--- src/hdl/rvs_pkg.sv ---
// ----------------------------------------------------------------------------
// rvs_pkg
// Shared types and constants of the running variance scale block.
// ----------------------------------------------------------------------------
package rvs_pkg;

  localparam int unsigned MaxDims  = 64;
  localparam int unsigned AddrW    = $clog2(MaxDims);
  localparam int unsigned VarW     = 40;
  localparam int unsigned CfgIdxW  = 3;
  localparam int unsigned CfgDataW = 16;

  localparam logic [VarW-1:0] UnityQ16 = VarW'(65536);

  // Configuration register indexes
  typedef enum logic [CfgIdxW-1:0] {
    REG_MODE       = 3'd0,
    REG_BURN_IN    = 3'd1,
    REG_PERSISTENT = 3'd2,
    REG_POLE       = 3'd3,
    REG_FRAME_SIZE = 3'd4
  } cfg_reg_e;

  // Input item opcodes
  typedef enum logic {
    OP_SAMPLE  = 1'b0,
    OP_RESTART = 1'b1
  } op_e;

  // Sequencer states
  typedef enum logic [3:0] {
    S_IDLE,
    S_SQ,
    S_BACC,
    S_MA,
    S_MB,
    S_SQRT,
    S_DRD,
    S_DLOAD,
    S_DDIV,
    S_EMIT
  } state_e;

endpackage

--- src/hdl/rvs_sqrt.sv ---
// ----------------------------------------------------------------------------
// rvs_sqrt
// Bit-pair integer square root, one root bit per cycle, saturated to 16 bits.
// ----------------------------------------------------------------------------
module rvs_sqrt (
  input  logic                      clk_i,
  input  logic                      rst_ni,
  input  logic                      start_i,
  input  logic [rvs_pkg::VarW-1:0]  arg_i,
  output logic                      done_o,
  output logic [15:0]               root_o
);

  localparam int unsigned W     = rvs_pkg::VarW + 1;
  localparam int unsigned Steps = W / 2 + 1;

  logic [W-1:0] v_q;
  logic [W-1:0] root_q;
  logic [W-1:0] bit_q;
  logic [4:0]   cnt_q;
  logic         busy_q;
  logic         done_q;
  logic [W-1:0] trial;
  logic         fits;

  assign trial = root_q + bit_q;
  assign fits  = v_q >= trial;

  always_ff @(posedge clk_i or negedge rst_ni) begin
    if (!rst_ni) begin
      busy_q <= 1'b0;
      done_q <= 1'b0;
      cnt_q  <= '0;
    end else begin
      done_q <= 1'b0;
      if (start_i) begin
        busy_q <= 1'b1;
        cnt_q  <= '0;
      end else if (busy_q) begin
        cnt_q <= cnt_q + 5'd1;
        if (cnt_q == 5'(Steps - 1)) begin
          busy_q <= 1'b0;
          done_q <= 1'b1;
        end
      end
    end
  end

  // Retire one bit pair per cycle
  always_ff @(posedge clk_i) begin
    if (start_i) begin
      v_q    <= {1'b0, arg_i};
      root_q <= '0;
      bit_q  <= {1'b1, {(W-1){1'b0}}};
    end else if (busy_q) begin
      if (fits) begin
        v_q    <= v_q - trial;
        root_q <= (root_q >> 1) + bit_q;
      end else begin
        root_q <= root_q >> 1;
      end
      bit_q <= bit_q >> 2;
    end
  end

  assign done_o = done_q;
  assign root_o = (root_q > W'(65535)) ? 16'hFFFF : root_q[15:0];

endmodule

--- config.mk ---
export PLATFORM = sky130hd
export DESIGN_NAME = rvs_sqrt
export DESIGN_NICKNAME = d
export VERILOG_FILES = /design/src/hdl/rvs_pkg.sv /design/src/hdl/rvs_sqrt.sv
export SDC_FILE = /design/constraint.sdc
export NUM_CORES = 1
export LEC_CHECK = 0
export BUFFER_PORTS_ARGS = -buffer_cell sky130_fd_sc_hd__buf_2
export CORE_UTILIZATION = 25
export DETAILED_ROUTE_END_ITERATION = 6
export HOLD_SLACK_MARGIN = 0.15
export SYNTH_ARGS = -nofsm -noshare
export SYNTH_HDL_FRONTEND = slang
export SYNTH_SLANG_ARGS = --single-unit
--- constraint.sdc ---
create_clock -name clk_i -period 10.7 [get_ports clk_i]
set_input_delay 3.21 -clock clk_i [delete_from_list [all_inputs] [get_ports clk_i]]
set_output_delay 3.21 -clock clk_i [all_outputs]
set_load 0.005 [all_outputs]
Yosys cells after proc, flatten, opt, wreduce, memory -nomap -nowiden
Index checks and enable logic that the tools add are counted.
Cells by class
  add/subtract/negate cells: 4
  magnitude comparators: 2
  equal/unequal tests: 1
  multiplexer cells: 13
  reductions and logical operators: 4
Operator list (count)
  2-to-1 mux 40 bit: 3
  adder 40 x 41 -> 41 bit: 1
  adder 41 bit: 1
  greater-or-equal comparator 41 bit: 1
  greater-than comparator 41 x 16 -> 1 bit (second input constant): 1
  2-to-1 mux 41 bit: 1
  subtractor 41 bit: 1
  2-to-1 mux 16 bit: 1
  2-to-1 mux 5 bit: 2
  2-to-1 mux 1 bit: 6
  adder 5 x 1 -> 5 bit (second input constant): 1
  == test 5 bit (second input constant): 1
  AND reduction 2 bit: 2
  nonzero test 2 bit: 2
Word-level totals
  register bits after elaboration: 110
  output and inout port bits: 17
  logic and storage cells: 31

Depth between registers and ports, before layout
  depth after elaboration: 5
  mapped depth: 23

Worst setup path after synthesis
OpenSTA, ideal clock, no wires.
  path kind: reg-to-reg
  start point: reg root_q[2]
  end point: reg v_q[0], enable pin
  library setup time: 0.493 ns
  arrival: 7.235 ns
  slack: 2.973 ns
  stages on the path, launching flop included: 23
  buffers on the path: 3
  clock period less this slack: 7.727 ns
  cell sequence: dfxtp_1 > ha_1 > a31oi_1 > o21ai_0 > a21oi_1 > o31ai_1 > and3_1 > o41ai_1 > nor2_1 > nor2_1 > xor2_1 > ha_1 > clkbuf_1 > nand2_1 > or4_1 > nor3_1 > and3_1 > a21oi_1 > inv_1 > a31oi_4 > buf_6 > buf_2 > o21ai_0
On the way
  word-level cells in the longest chain between the ends: 4
RTL lines
  start: declaration: line rvs_sqrt.sv:18  | logic [W-1:0] root_q;
  start signal: assignment: line rvs_sqrt.sv:58  | root_q <= (root_q >> 1) + bit_q;
  start signal: assignment: line rvs_sqrt.sv:60  | root_q <= root_q >> 1;
  adder 41 bit: line rvs_sqrt.sv:26  | assign trial = root_q + bit_q;
  greater-or-equal comparator 41 bit: line rvs_sqrt.sv:27  | assign fits = v_q >= trial;
  nonzero test 2 bit (no line)
  AND reduction 2 bit (no line)
  end signal: assignment: line rvs_sqrt.sv:52  | v_q <= {1'b0, arg_i};
  end signal: assignment: line rvs_sqrt.sv:57  | v_q <= v_q - trial;
  end: declaration: line rvs_sqrt.sv:17  | logic [W-1:0] v_q;
Every way passes these cells.
A chain may end at the register's enable or synchronous reset.

Worst setup path after layout
  start point: reg root_q[2]
  end point: reg v_q[5], enable pin
The elaborated chain is that of the path after synthesis.

==> summary by stage <==
Global routing
The first global-routing pass estimated 44900 µm of wire. The largest net degree at the start of global routing is 74. Global routing finished with a remaining overflow of 0.

The number of antenna violations at the first check in global routing is 0. The via count of the first global-routing pass came to 8671. The global-route usage over all layers is 0.140.

Detailed routing
The routed layout has roughly 9100 vias. The number of detailed-routing iterations run before antenna repair is 5. The routed wire length per instance is 15.7 µm.

Using the TritonRoute via totals, the vias-per-cell ratio works out to between 5 and 6. The post-detailed-route DRC marker count is 0. In this run the remaining antenna-violating nets after routing total 0. The uppermost layer routed is met4.

The final wirelength is 27300 µm. The met3 routed wirelength is around 1200 µm. For this block, wires on met1 add up to 13400 µm.

The DRC marker count from the first detailed-route iteration is 684. Summed over all nets, wire length on met2 after detailed routing comes to 12400 µm.

Timing
On the final layout, the worst hold slack is 514 ps. The transition time of the tightest slew-check pin is 882 ps. The maximum frequency from static timing analysis is 0.157 GHz. The max-slew violation total from the final report is 0. The final hold violation count is 0. The final count of negative-setup-slack endpoints is 0. Clock skew on the completed layout was measured at 15.1 ps. Setup repair after global routing left no endpoint under its margin. The aggregate negative setup slack is 0 ps. The relative slew slack is 0.412.

In the finished design, the share of the clock period the worst path needs comes to 0.596. The final critical path time including I/O delays and setup is approximately 6400 ps.

Power
The power per cell area is 226 nW/µm². The worst-case IR drop observed on VDD is 0.166 mV. For this design the static power due to leakage is 4.41 nW. Summing internal, switching and leakage power gives about 2.4 mW.

Critical path
The startpoint identified for the worst register-to-register timing path is root_q[2]$_SDFFE_PP0P_. The class of the most critical setup path is reg2reg. The largest single stage delay on the critical path is 610 ps.

The top fanout value on the critical path is 73. The flop-to-flop setup slack is ~4300 ps. The critical path goes through ha_1, a31oi_1, o21ai_0, a21oi_1, o31ai_1, and3_1, o41ai_1, o21a_1, xor2_1, ha_1, nand2_1, or4_1, nor3_1, and3_1, a21oi_1, inv_1, a31oi_4, buf_4, o21ai_4, buf_4.

Measured in cells, the most critical reg-to-reg path has a length of 20. The count of cell instances traversed by the critical path is 20. The buffering stage count on the worst path with inverters included is 3. The arrival time at the worst endpoint is 6400 ps. The sort of element at the end of the critical path is a flop.

For this design, the slowest cell found on the critical path is sky130_fd_sc_hd__o41ai_1. The endpoint required time on the critical path is 10720 ps. STA classifies the critical path startpoint as a flop. The family with the most delay on the worst path is compound AO/OA/AOI/OAI gates. The worst flop-to-flop path endpoint is v_q[5]$_DFFE_PP_.

Synth
The synthesized design spends more area on one cell type than any other, namely sky130_fd_sc_hd__dfxtp_1. The number of flops mapped to enable cells by yosys is 40. For this run, asynchronously set or reset flops after synthesis account for 0.0636. The proportion of netlist area held by the largest area contributor is 0.129. The number of nets handed over by synthesis was 1340. The synthesized instance count is 1211.

Yosys printed 0 warnings. After synthesis the cells add up to about 9800 µm². The count of state elements after synthesis is 110.

The netlist uses 78 different library cells. The share of the Yosys chip area taken by registers is 0.269. Sorting the synthesized cells by area gives the leading types as sky130_fd_sc_hd__dfxtp_1 (13%), sky130_fd_sc_hd__edfxtp_1 (12%), sky130_fd_sc_hd__ha_1 (11%). In this run the mean area of a mapped cell was 8.09 µm². In the synthesized netlist the dominant register cell turns out to be sky130_fd_sc_hd__dfxtp_1.

Floorplanning
The die covers ~40000 µm². The number of placed I/O pins is 60. The number of rows in the core area is 72. The initial core utilization is 0.253. The horizontal extent of the die is 200 µm. The height of the die is between 150 and 200 µm.

The area of the core region is 38600 µm².

Clock network
At the later pin of the worst-skew pair, clock insertion delay measures 390 ps. The number of buffers added for setup after CTS is 0. In this run the deepest clock path goes through 2 buffers. The number of resized instances in the post-cts repair step is 0. The number of hold buffers added after cts is 0.

The clock tree root buffer cell is sky130_fd_sc_hd__clkbuf_16. The H-tree was split into 3 levels. After clock tree synthesis, the clock-pin slew on the worst setup and hold paths is approximately 80 ps.

The number of clock sinks is 110. The clock tree from TritonCTS is done. The number of buffers created by CTS is 9.

Cells and area
The count of non-filler cells in the finished layout is 1746. The number of nets at the end of the flow is 1352. The finished cells cover 10800 µm².

The count of filler cells inserted in the layout is roughly 4200. The proportion of layout cells with a drive suffix above 1 is 0.0920. The commonest non-fill, non-tap cell in the layout is sky130_fd_sc_hd__nand2_1.

The area growth from synthesis to layout is 10.5%. The top cell types in the final layout, fill and taps aside, are sky130_fd_sc_hd__nand2_1 (129), sky130_fd_sc_hd__nor2_1 (116), sky130_fd_sc_hd__o21ai_0 (103). The diode insertion count for antenna repair is 0.

Min path
The path class of the lowest-slack min-delay path is reg2reg. The startpoint identified for the worst hold timing path is v_q[40]$_SDFFE_PP0P_. The hold path depth is 2. The worst hold path endpoint is v_q[40]$_SDFFE_PP0P_.

Status
The flow ran to the end, and the final reports show no timing, DRC or antenna violations.

Placement
The number of cells after detailed placement is ~1700. The wire-length estimate of the detail-placed layout is 20500 µm. The weighted congestion at the end of routability-driven global placement is about 0.87.

Once placement finished, the instance area stood at 10500 µm². The number of input and output port buffers inserted is 59.

Run
The tool flagged a number of max-cap violations equal to 0.
power breakdown:
part / switching (mW) / internal [mW] / total [mW] / leakage [nW]
Clock: 0.192 / 0.167 / 0.358 / 0.144
Sequential: 0.0499 / 0.570 / 0.620 / 1.01
Combinational: 0.878 / 0.585 / 1.46 / 3.26
Total: 1.12 / 1.32 / 2.44 / 4.41
metal layers:
metal	track usage	vias to the layer above
li1	-	4546
met4	0.0353	0
met3	0.0217	24
met5	0	-
met2	0.225	192
met1	0.195	4344
logic make-up (layout without fill, tap and decap cells):
family	after synthesis	in the layout	synth area share
AND/OR/NAND/NOR	412	412	0.200
AO/OA/AOI/OAI	371	371	0.251
flip-flops	110	110	0.269
buffers and inverters	99	116	0.0428
adder cells (fa/ha/maj)	86	86	0.111
XOR/XNOR	86	86	0.0769
multiplexers	47	47	0.0492
stage by stage:
stage | utilization | setup slack [ps]
after detailed placement | 0.272 | 4350
after floorplan | - | 2970
after global placement | 0.272 | 4570
after CTS | 0.280 | 4300
final | 0.280 | 4320
after global routing | 0.280 | 3680
cell type report:
type,instances,area [µm²],area share
clock buffer,9,225,0.0208
clock inverter,7,72.6,0.00671
inverter,33,124,0.0115
multi-input combinational,1002,6750,0.624
sequential,110,2640,0.244
tap,518,648,0.0599
timing repair buffer,67,358,0.0331
registers in the layout, summed over array words and instances (netlist names):
register	cells
root_q	41
v_q	41
bit_q	21
cnt_q	5
busy_q	1
done_o	1
worst max path at each step:
stage	slack, ps	start	to
after floorplan	2970	root_q[2]$_SDFFE_PP0P_	v_q[0]$_DFFE_PP_
after global placement	4570	root_q[2]$_SDFFE_PP0P_	v_q[8]$_DFFE_PP_
after detailed placement	4350	root_q[2]$_SDFFE_PP0P_	v_q[8]$_DFFE_PP_
after CTS	4300	root_q[2]$_SDFFE_PP0P_	v_q[8]$_DFFE_PP_
after global routing	3680	root_q[2]$_SDFFE_PP0P_	v_q[8]$_DFFE_PP_
final	4320	root_q[2]$_SDFFE_PP0P_	v_q[5]$_DFFE_PP_
synthesized netlist by cell type, types with 36 or more instances:
cell type,number
sky130_fd_sc_hd__a21oi_1,60
sky130_fd_sc_hd__or3_1,36
sky130_fd_sc_hd__nand2_1,129
sky130_fd_sc_hd__edfxtp_1,40
sky130_fd_sc_hd__xor2_1,47
sky130_fd_sc_hd__mux2i_1,38
sky130_fd_sc_hd__dfxtp_1,63
sky130_fd_sc_hd__ha_1,85
sky130_fd_sc_hd__clkbuf_1,53
sky130_fd_sc_hd__o21ai_0,104
sky130_fd_sc_hd__nor2_1,116
sky130_fd_sc_hd__xnor2_1,39
worst reg2reg max path: stages (launching register included):
cell                      delay (ps)
sky130_fd_sc_hd__dfxtp_1         460
sky130_fd_sc_hd__ha_1            310
sky130_fd_sc_hd__a31oi_1         300
sky130_fd_sc_hd__o21ai_0         290
sky130_fd_sc_hd__a21oi_1         400
sky130_fd_sc_hd__o31ai_1         170
sky130_fd_sc_hd__and3_1          220
sky130_fd_sc_hd__o41ai_1         610
sky130_fd_sc_hd__o21a_1          240
sky130_fd_sc_hd__xor2_1           90
sky130_fd_sc_hd__ha_1            380
sky130_fd_sc_hd__nand2_1         130
sky130_fd_sc_hd__or4_1           530
sky130_fd_sc_hd__nor3_1          210
sky130_fd_sc_hd__and3_1          200
sky130_fd_sc_hd__a21oi_1         170
sky130_fd_sc_hd__inv_1           150
sky130_fd_sc_hd__a31oi_4          30
sky130_fd_sc_hd__buf_4           370
sky130_fd_sc_hd__o21ai_4         230
sky130_fd_sc_hd__buf_4           490
(Power assumes the default switching activity.)
