### config.mk
export PLATFORM = sky130hd
export DESIGN_NAME = rvs_div
export DESIGN_NICKNAME = d
export VERILOG_FILES = /design/src/hdl/rvs_pkg.sv /design/src/hdl/rvs_div.sv
export SDC_FILE = /design/constraint.sdc
export NUM_CORES = 1
export LEC_CHECK = 0
export ABC_AREA = 1
export BUFFER_PORTS_ARGS = -buffer_cell sky130_fd_sc_hd__buf_2
export CORE_MARGIN = 2
export CORE_UTILIZATION = 53
export DETAILED_ROUTE_END_ITERATION = 16
export HOLD_SLACK_MARGIN = 0.06
export PLACE_DENSITY_LB_ADDON = 0.12
export SYNTH_ARGS = -nofsm -noshare
export SYNTH_HDL_FRONTEND = slang
export SYNTH_SLANG_ARGS = --single-unit
### constraint.sdc
create_clock -name clk_i -period 2 [get_ports clk_i]
set_input_delay 0.4 -clock clk_i [delete_from_list [all_inputs] [get_ports clk_i]]
set_output_delay 0.4 -clock clk_i [all_outputs]
set_load 0.01 [all_outputs]
### src/hdl/rvs_pkg.sv
// ----------------------------------------------------------------------------
// rvs_pkg
// Shared types and constants of the running variance scale block.
// ----------------------------------------------------------------------------
package rvs_pkg;

  localparam int unsigned MaxDims  = 64;
  localparam int unsigned AddrW    = $clog2(MaxDims);
  localparam int unsigned VarW     = 40;
  localparam int unsigned CfgIdxW  = 3;
  localparam int unsigned CfgDataW = 16;

  localparam logic [VarW-1:0] UnityQ16 = VarW'(65536);

  // Configuration register indexes
  typedef enum logic [CfgIdxW-1:0] {
    REG_MODE       = 3'd0,
    REG_BURN_IN    = 3'd1,
    REG_PERSISTENT = 3'd2,
    REG_POLE       = 3'd3,
    REG_FRAME_SIZE = 3'd4
  } cfg_reg_e;

  // Input item opcodes
  typedef enum logic {
    OP_SAMPLE  = 1'b0,
    OP_RESTART = 1'b1
  } op_e;

  // Sequencer states
  typedef enum logic [3:0] {
    S_IDLE,
    S_SQ,
    S_BACC,
    S_MA,
    S_MB,
    S_SQRT,
    S_DRD,
    S_DLOAD,
    S_DDIV,
    S_EMIT
  } state_e;

endpackage

### src/hdl/rvs_div.sv
// ----------------------------------------------------------------------------
// rvs_div
// Restoring divider, one quotient bit per cycle, for the burn-in mean.
// ----------------------------------------------------------------------------
module rvs_div (
  input  logic                      clk_i,
  input  logic                      rst_ni,
  input  logic                      start_i,
  input  logic [rvs_pkg::VarW:0]    dividend_i,
  input  logic [7:0]                divisor_i,
  output logic                      done_o,
  output logic [rvs_pkg::VarW-1:0]  quotient_o
);

  localparam int unsigned Steps = rvs_pkg::VarW + 1;

  logic [rvs_pkg::VarW:0] quo_q;
  logic [7:0]             rem_q;
  logic [7:0]             div_q;
  logic [5:0]             cnt_q;
  logic                   busy_q;
  logic                   done_q;
  logic [8:0]             trial;
  logic                   fits;

  // Bring down the next dividend bit and try the subtraction
  assign trial = {rem_q, quo_q[rvs_pkg::VarW]};
  assign fits  = trial >= {1'b0, div_q};

  always_ff @(posedge clk_i or negedge rst_ni) begin
    if (!rst_ni) begin
      busy_q <= 1'b0;
      done_q <= 1'b0;
      cnt_q  <= '0;
    end else begin
      done_q <= 1'b0;
      if (start_i) begin
        busy_q <= 1'b1;
        cnt_q  <= '0;
      end else if (busy_q) begin
        cnt_q <= cnt_q + 6'd1;
        if (cnt_q == 6'(Steps - 1)) begin
          busy_q <= 1'b0;
          done_q <= 1'b1;
        end
      end
    end
  end

  always_ff @(posedge clk_i) begin
    if (start_i) begin
      quo_q <= dividend_i;
      rem_q <= '0;
      div_q <= divisor_i;
    end else if (busy_q) begin
      quo_q <= {quo_q[rvs_pkg::VarW-1:0], fits};
      rem_q <= fits ? 8'(trial - {1'b0, div_q}) : trial[7:0];
    end
  end

  assign done_o     = done_q;
  assign quotient_o = quo_q[rvs_pkg::VarW-1:0];

endmodule

======== After elaboration in Yosys (flattened, before gate mapping) ========
Cells that the tools add are included.
word-level totals
  bits in registers ....................... 65
  bits of input ports ..................... 52
  output and inout bits ................... 41
  logic and storage cells ................. 22
cells by class
  $add $sub $neg .......................... 2
  order comparisons ....................... 1
  equality and inequality tests ........... 1
  muxes and demuxes ....................... 11
  reductions and logical operators ........ 1
operators with widths
  cell                 number
  $mux 41              2
  $mux 6               2
  $ge 9x8->1           1
  $mux 8               1
  $sub 8x8->8          1
  $add 6x1->6 const B  1
  $eq 6x6->1 const B   1
  $mux 1               6
  $reduce_bool 2->1    1

======== Logic depth before layout (Yosys ltp) ========
Gate-level depths: netlist of the first run.
  depth in word-level cells ............... 4
  mapped depth ............................ 12
  mapped depth without buffers ............ 12

======== Worst setup path before layout of the first run ========
OpenSTA, ideal clock, no wires.
  path kind ............................... input -> register
  start ................................... in start_i
  end ..................................... reg quo_q[0] (netlist name) (enable)
  setup time .............................. 0.378 ns
  arrival ................................. 1.215 ns
  data required time ...................... 1.622 ns
  setup slack ............................. 0.407 ns
  cell stages on the path ................. 3
  path buffers ............................ 1
  cells stage by stage .................... buf_2 > nor2_2 > inv_2
between the ends
  word-level cells in the longest chain between the ends .. 1
RTL lines
  element                      RTL line       RTL
  start, declared              rvs_div.sv:8   input logic start_i,
  $reduce_bool 2->1 (no line)  --
  end signal, assigned         rvs_div.sv:52  quo_q <= dividend_i;
  end signal, assigned         rvs_div.sv:56  quo_q <= {quo_q[rvs_pkg::VarW-1:0], fits};
  end, declared                rvs_div.sv:17  logic [rvs_pkg::VarW:0] quo_q;
No other way between the ends.
A chain may end at the register's enable or synchronous reset.

======== Worst setup path in the final report of the first run ========
  start ................................... reg div_q[3]
  end ..................................... reg rem_q[6]
between the ends
  word-level cells in the longest chain between the ends .. 2
  elaborated cells on any way between the ends .. 3
  those cells by class .................... add/sub (1); order compare (1); mux (1)
RTL lines
  element                                           RTL line                      RTL
  start, declared                                   rvs_div.sv:19                 logic [7:0] div_q;
  start signal, assigned                            rvs_div.sv:54                 div_q <= divisor_i;
  $sub 8x8->8 / $ge 9x8->1 (equally long branches)  rvs_div.sv:57, rvs_div.sv:28
  $mux 8 (*)                                        rvs_div.sv:57                 rem_q <= fits ? 8'(trial - {1'b0, div_q}) : trial[7:0];
  end signal, assigned                              rvs_div.sv:57
  end, declared                                     rvs_div.sv:18                 logic [7:0] rem_q;
Mark *: on every way between the ends. The rest lies on a longest branch, timed or not.

==> results of run 1 <==
[area by class of cell]
class / instances / area (um^2) / share of cell area
clock buffers: 10 / 128 / 0.0324
well taps: 77 / 96.3 / 0.0244
repair buffers: 99 / 528 / 0.134
flip-flops and latches: 65 / 1830 / 0.465
inverters: 30 / 113 / 0.0286
multi-input cells: 252 / 1200 / 0.304
clock inverters: 5 / 47.5 / 0.0121
[cells by family (layout without fill, tap and decap cells)]
kind of cell | count (synthesis) | in the layout | synth area share
simple gates | 227 | 227 | 0.279
buf+inv | 79 | 144 | 0.129
flops | 65 | 65 | 0.527
fa+ha+maj | 11 | 11 | 0.0417
compound gates | 11 | 11 | 0.0162
xor+xnor | 3 | 3 | 0.00756
[report_power, final]
group / internal [mW] / total, mW / switching (mW)
clock: 0.556 / 1.03 / 0.477
combinational: 0.514 / 1.26 / 0.745
sequential: 1.65 / 1.77 / 0.118
[sequential cells by signal, summed over array words and instances, names as in the netlist]
name and flops:
rem_q 8, div_q 8, busy_q 1, cnt_q 6, quo_q 41, done_o 1
[per-stage QoR]
stage	instance area [um^2]	power [mW]
after floorplan	3480	2.80
after global routing	3940	4.35
after global placement	3760	3.03
final	3940	4.06
after CTS	3940	4.09
after detailed placement	3760	3.05
[routing by layer]
metal / routed length, um / part of all wire / global-route usage
met5: 0 / 0 / 0
met4: 113 / 0.017 / 0.0823
met1: 3080 / 0.45 / 0.276
met2: 3200 / 0.47 / 0.312
met3: 389 / 0.057 / 0.0399
[worst max-delay path, stage by stage, from the launching register on]
cell	delay (ns)
edfxtp_1	0.32
inv_1	0.05
ha_1	0.40
nand2_1	0.11
clkinv_1	0.07
nand3_2	0.08
nand2_2	0.10
nand2_4	0.11
nand2_4	0.13
nand2_1	0.07
nand3_1	0.07
nand2_1	0.04
[cells in the final DEF (no fill, tap or decap), types with 2 or more instances in the layout]
cell	n
xor2_1	2
edfxtp_1	49
ha_1	10
nand2_1	178
inv_2	3
dfrtp_1	8
buf_4	5
clkinv_1	4
clkinv_2	2
a21oi_1	7
nor2_1	10
nand2_4	2
dfxtp_1	8
clkbuf_8	9
nand3_1	16
o21ai_1	2
nor3_1	5
inv_1	25
nand3b_1	7
buf_2	92
nand4_1	2
[worst min-delay path by stage]
stage,slack (ns),from,to,cells after the start
2_1_floorplan,0.10,rst_ni,busy_q$_DFF_PN0_,0
3_3_place_gp,0.26,rst_ni,busy_q$_DFF_PN0_,1
3_5_place_dp,0.25,rst_ni,busy_q$_DFF_PN0_,1
4_1_cts,0.23,divisor_i[7],div_q[7]$_DFFE_PP_,1
5_1_grt,0.23,divisor_i[7],div_q[7]$_DFFE_PP_,1
6_report,0.23,divisor_i[7],div_q[7]$_DFFE_PP_,1
==> flow_summary_export.csv, run 1 <==
group,metric,value,unit
synthesis,synth.most_common_cell,"nand2_1",
die,die_y,85.0,um
synthesis,synthCells,396,
run_status,status,"finished clean",
route,num_vias,2626,
route,dr.pass1.iters,4,
global_routing,grt_overflow,0,
route,drc,0,
die,ioPinCount,93,
route,post_drt_wl_per_cell,12.6,um
cts,cts.repair.resized,0,
global_routing,grt_pass1_wl,11.3,mm
final_layout,drive_gt1_frac,0.265,
worst_setup_path,cp.arrival,1.89,ns
cts,postCtsHoldBufs,1,
synthesis,syn_area,3480,um^2
worst_setup_path,r2r_end,"rem_q[6]$_SDFFE_PP0P_",
worst_setup_path,cp-startpoint,"div_q[3]$_DFFE_PP_",
worst_hold_path,hold_path.class,"primary input to flip-flop",
route,viasPerCell,4.88,
synthesis,syn_nets,459,
cts,cts_tree,"built",
timing,report.final.slew_viol_count,0,
synthesis,yosys_most_used_dff,"edfxtp_1",
cts,numCtsBuffers,9,
worst_setup_path,critPathLaunchType,"flip-flop",
final_layout,fin_util,0.621,
placement,hpwlAfterDp,4.92,mm
power,p_per_area,1030,nW/um^2
cts,cts_max_level,3,
timing,fin_crit,1.66,ns
power,vdd_drop_max,0.627,mV
timing,max-slew-margin-rel,0.696,
route,antenna_left,0,
power,p_leak,2.06,nW
timing,hold_ws,0.234,ns
timing,hold_viol,0,
route,routed_wl,6.78,mm
die,dieArea,7230,um^2
synthesis,synth_edf_count,49,
die,num_rows,29,
worst_setup_path,cp_max_fo,10,
timing,finalClockSkew,0.00807,ns
timing,setup_ws,0.344,ns
placement,gp_congestion,0.908,
final_layout,layoutNonFillerInstCount,538,
timing,fin_tns_setup,0,ns
worst_setup_path,critical_path_class,"flip-flop to flip-flop",
worst_setup_path,rr_worst_depth,11,
synthesis,yosysSeqAreaShare,0.527,
cts,cts_setup_buffers,0,
synthesis,async_reset_ff_frac,0.123,
synthesis,synth_top_area_frac,0.423,
cts,clk_latency,0.34,ns
synthesis,synthTopCellsByArea,"edfxtp_1 (42%), nand2_1 (19%), buf_4 (8.6%)",
worst_setup_path,cp_data_required_time,2.23,ns
worst_setup_path,rrSetupSlack,0.34,ns
timing,finalSetupViolCount,0,
timing,rsz0062_at_grt,"false",
final_layout,area_delta_synth_final,13.3,%
synthesis,synth.distinct_cells,32,
worst_setup_path,worstSetupEndpoint,"rem_q[6]$_SDFFE_PP0P_",
synthesis,yosys_warnings,0,
die,die_w,85.0,um
die,core-area,6350,um^2
cts,clock_sinks,65,
timing,finalCritPeriodShare,0.828,
placement,io_buffer_count,92,
final_layout,final_nets,520,
cts,clk_path_buf_depth,2,
placement,dp.cells,522,
global_routing,grt_pass1_vias,2404,
synthesis,avgSynthCellArea,8.78,um^2
global_routing,grt_antenna_before_repair,0,
final_layout,n_fill_cell,572,
final_layout,antenna_cells,0,
synthesis,yosys_register_bits,65,
synthesis,synth_top_cell_by_area,"edfxtp_1",
timing,fmax,604,MHz
route,dr.first_iter.drc_count,188,
cts,clkSlewWorstSetupHoldPaths,0.07,ns
synthesis,ys_top_cells_by_count,"nand2_1 (178), edfxtp_1 (49), buf_4 (40)",
cts,ctsRootBufferMaster,"clkbuf_8",
global_routing,grt_max_degree,47,
global_routing,track_usage,0.200,
worst_setup_path,timing.rr.start,"div_q[3]$_DFFE_PP_",
flow_run,cap_viol_max_count,0,
placement,dp_slack,0.350,ns
die,floorplan.initialDensity,0.548,
timing,tightest_slew,0.457,ns
worst_setup_path,worstSetupEndpointType,"flip-flop",
No activity file was read; power rests on OpenSTA's default activity.
==> inputs of run 2 (changes only) <==
--- a/config.mk
+++ b/config.mk
@@ -8,7 +8,7 @@
 export ABC_AREA = 1
 export BUFFER_PORTS_ARGS = -buffer_cell sky130_fd_sc_hd__buf_2
 export CORE_MARGIN = 2
-export CORE_UTILIZATION = 53
+export CORE_UTILIZATION = 48
 export DETAILED_ROUTE_END_ITERATION = 16
 export HOLD_SLACK_MARGIN = 0.06
 export PLACE_DENSITY_LB_ADDON = 0.12
==> constraint.sdc (replaced) <==
create_clock -name clk_i -period 1.4 [get_ports clk_i]
set_input_delay 0.28 -clock clk_i [delete_from_list [all_inputs] [get_ports clk_i]]
set_output_delay 0.28 -clock clk_i [all_outputs]
set_load 0.01 [all_outputs]
==> run 2 against run 1 <==
Against the previous run:
- the flow now finishes with violations (setup timing)
- core utilization down 1.5 points
- design area is 9.6% higher
- first-iteration DRC count is 24% lower
- register-to-register slack got worse by 0.55 ns
- critical path depth is 2 lower
- non-clock buffer count increased by 15
- fmax is 3.0% higher
- sequential power up 46%
- via count is 3.2% higher
- total power increased by 68%
- cell count rose by 7.4%
==> flow_summary_export.csv, run 2 (synthesis gave the netlist of run 1 again) <==
group,metric,value,unit
cts,clk_path_buf_depth,2,
worst_setup_path,worstSetupEndpointType,"flip-flop",
power,internal-power,4.51,mW
worst_setup_path,path_depth,9,
final_layout,reg_top3,"quo_q (41), div_q (8), rem_q (8)",
route,num_vias,2710,
route,antenna_left,0,
final_layout,regMostFlops,"quo_q",
power,p_per_area,1580,nW/um^2
cts,cts_max_level,3,
die,die_w,89.1,um
timing,setup_ws,-0.207,ns
worst_hold_path,hold_start,"divisor_i[3]",
timing,finalSetupViolCount,9,
power,p_comb_frac,0.366,
global_routing,grt_max_degree,44,
global_routing,grt_pass1_vias,2359,
global_routing,grt_pass1_wl,11.1,mm
power,switching_share,0.340,
timing,finalClockSkew,0.00831,ns
worst_setup_path,cp_cell_sequence,"ha_4 > fa_2 > inv_2 > nand3_2 > nand3_2 > xnor2_2 > nand2_1 > nand3_1 > nand2_1",
final_layout,area_delta_synth_final,24.3,%
timing,tightest_slew,0.533,ns
timing,fmax,622,MHz
timing,max-slew-margin-rel,0.645,
worst_setup_path,timing.rr.start,"div_q[0]$_DFFE_PP_",
route,dr.pass1.iters,4,
cts,clkSlewWorstSetupHoldPaths,0.07,ns
global_routing,grt_antenna_before_repair,0,
worst_hold_path,hold_depth,1,
final_layout,final_nets,537,
final_layout,n_fill_cell,666,
placement,hpwlAfterDp,5.02,mm
power,pwr-share-seq,0.379,
final_layout,final_common_cell,"nand2_1",
placement,dp_slack,-0.215,ns
final_layout,fin_util,0.606,
worst_hold_path,hold_path.class,"primary input to flip-flop",
worst_setup_path,cp.arrival,1.84,ns
final_layout,drive_gt1_frac,0.357,
final_layout,antenna_cells,0,
final_layout,largest_register_ffs,41,
timing,fin_crit,1.61,ns
power,vdd_drop_max,0.656,mV
die,dieArea,7940,um^2
timing,hold_viol,0,
die,ioPinCount,93,
worst_setup_path,cp_data_required_time,1.64,ns
global_routing,track_usage,0.186,
cts,numCtsBuffers,9,
route,viasPerCell,4.69,
route,dr.first_iter.drc_count,142,
flow_run,cap_viol_max_count,0,
power,p_leak,2.17,nW
worst_setup_path,cpMaxStageDelayCell,"edfxtp_1",
placement,gp_congestion,0.874,
die,num_rows,31,
timing,report.final.slew_viol_count,0,
route,post_drt_wl_per_cell,12.8,um
worst_setup_path,path_buf_inv,1,
route,routed_wl,7.40,mm
worst_setup_path,slowest_delay,0.41,ns
placement,io_buffer_count,92,
run_status,violations,"setup timing",
die,core-area,7140,um^2
die,die_y,89.1,um
worst_setup_path,rr_worst_depth,9,
run_status,status,"finished, violations left",
worst_setup_path,cp-startpoint,"div_q[0]$_DFFE_PP_",
cts,cts_tree,"built",
cts,clock_sinks,65,
timing,finalCritPeriodShare,1.15,
global_routing,grt_overflow,0,
worst_setup_path,cp_max_fo,2,
power,p_switching,2.32,mW
route,drc,0,
cts,clk_latency,0.34,ns
timing,rsz0062_at_grt,"true",
cts,ctsRootBufferMaster,"clkbuf_8",
power,p_clk_frac,0.255,
worst_setup_path,path_delay_family,"adder cells",
final_layout,layout_common_cells,"nand2_1 (170), buf_2 (92), edfxtp_1 (49), inv_1 (19), buf_4 (19)",
worst_setup_path,critical_path_class,"flip-flop to flip-flop",
die,floorplan.initialDensity,0.487,
worst_setup_path,critPathLaunchType,"flip-flop",
run 2: through the flow:
step	setup TNS [ns]	instance area [um^2]	total power, mW	cells	hold WS, ns
finish	-1.44	4320	6.83	578	0.112
global route	-2.41	4320	7.25	578	0.0904
CTS	-1.54	4240	6.60	578	0.0942
detailed placement	-1.81	3960	4.71	557	0.136
global placement	-1.57	3960	4.67	557	0.135
floorplan	-0.265	3540	4.11	396	-0.0156
run 2: cell type report:
cell class,instances,area (um^2),share of cell area
clock buffer,10,128,0.0295
clock inverter,6,82.6,0.0191
inverter,30,115,0.0266
multi-input combinational,254,1390,0.321
sequential,65,1830,0.424
tap,99,124,0.0287
timing repair buffer,114,653,0.151
run 2: worst register-to-register path: stages, from the launching register on:
cell      delay, ns
edfxtp_1       0.41
ha_4           0.19
fa_2           0.37
inv_2          0.08
nand3_2        0.07
nand3_2        0.08
xnor2_2        0.12
nand2_1        0.07
nand3_1        0.06
nand2_1        0.05
run 2: what timing repair did:
item                                    in CTS  in global routing
hold endpoints to repair                     8                  0
hold buffers                                 1                  0
gates resized for setup                      9                 18
cloned                                       2                  0
endpoints found under the setup margin       9                  9
setup buffers                                2                  0
pin swaps                                    7                 14
run 2: worst paths after layout:
kind,end,slack (ns)
max reg2reg,rem_q[4]$_SDFFE_PP0P_,-0.21
min,div_q[3]$_DFFE_PP_,0.11
min in group asynchronous,cnt_q[3]$_DFFE_PN0P_,0.31
max,rem_q[4]$_SDFFE_PP0P_,-0.21
min reg2reg,rem_q[1]$_SDFFE_PP0P_,0.50
max in group asynchronous,cnt_q[2]$_DFFE_PN0P_,0.91
run 2: metal layers:
layer / track usage / wire length, um / part of all wire
met1: 0.264 / 3540 / 0.48
met2: 0.284 / 3350 / 0.45
met3: 0.0499 / 459 / 0.062
met4: 0.0529 / 49 / 0.0066
met5: 0 / 0 / 0
run 2: power by group through the flow:
| stage | registers (mW) | clock network, mW | logic, mW |
|---|---|---|---|
| floorplan | 2.53 | 0 | 1.58 |
| global placement | 2.59 | 0 | 2.08 |
| global route | 2.62 | 1.85 | 2.78 |
| finish | 2.59 | 1.74 | 2.50 |
| CTS | 2.57 | 1.78 | 2.25 |
| detailed placement | 2.59 | 0 | 2.11 |
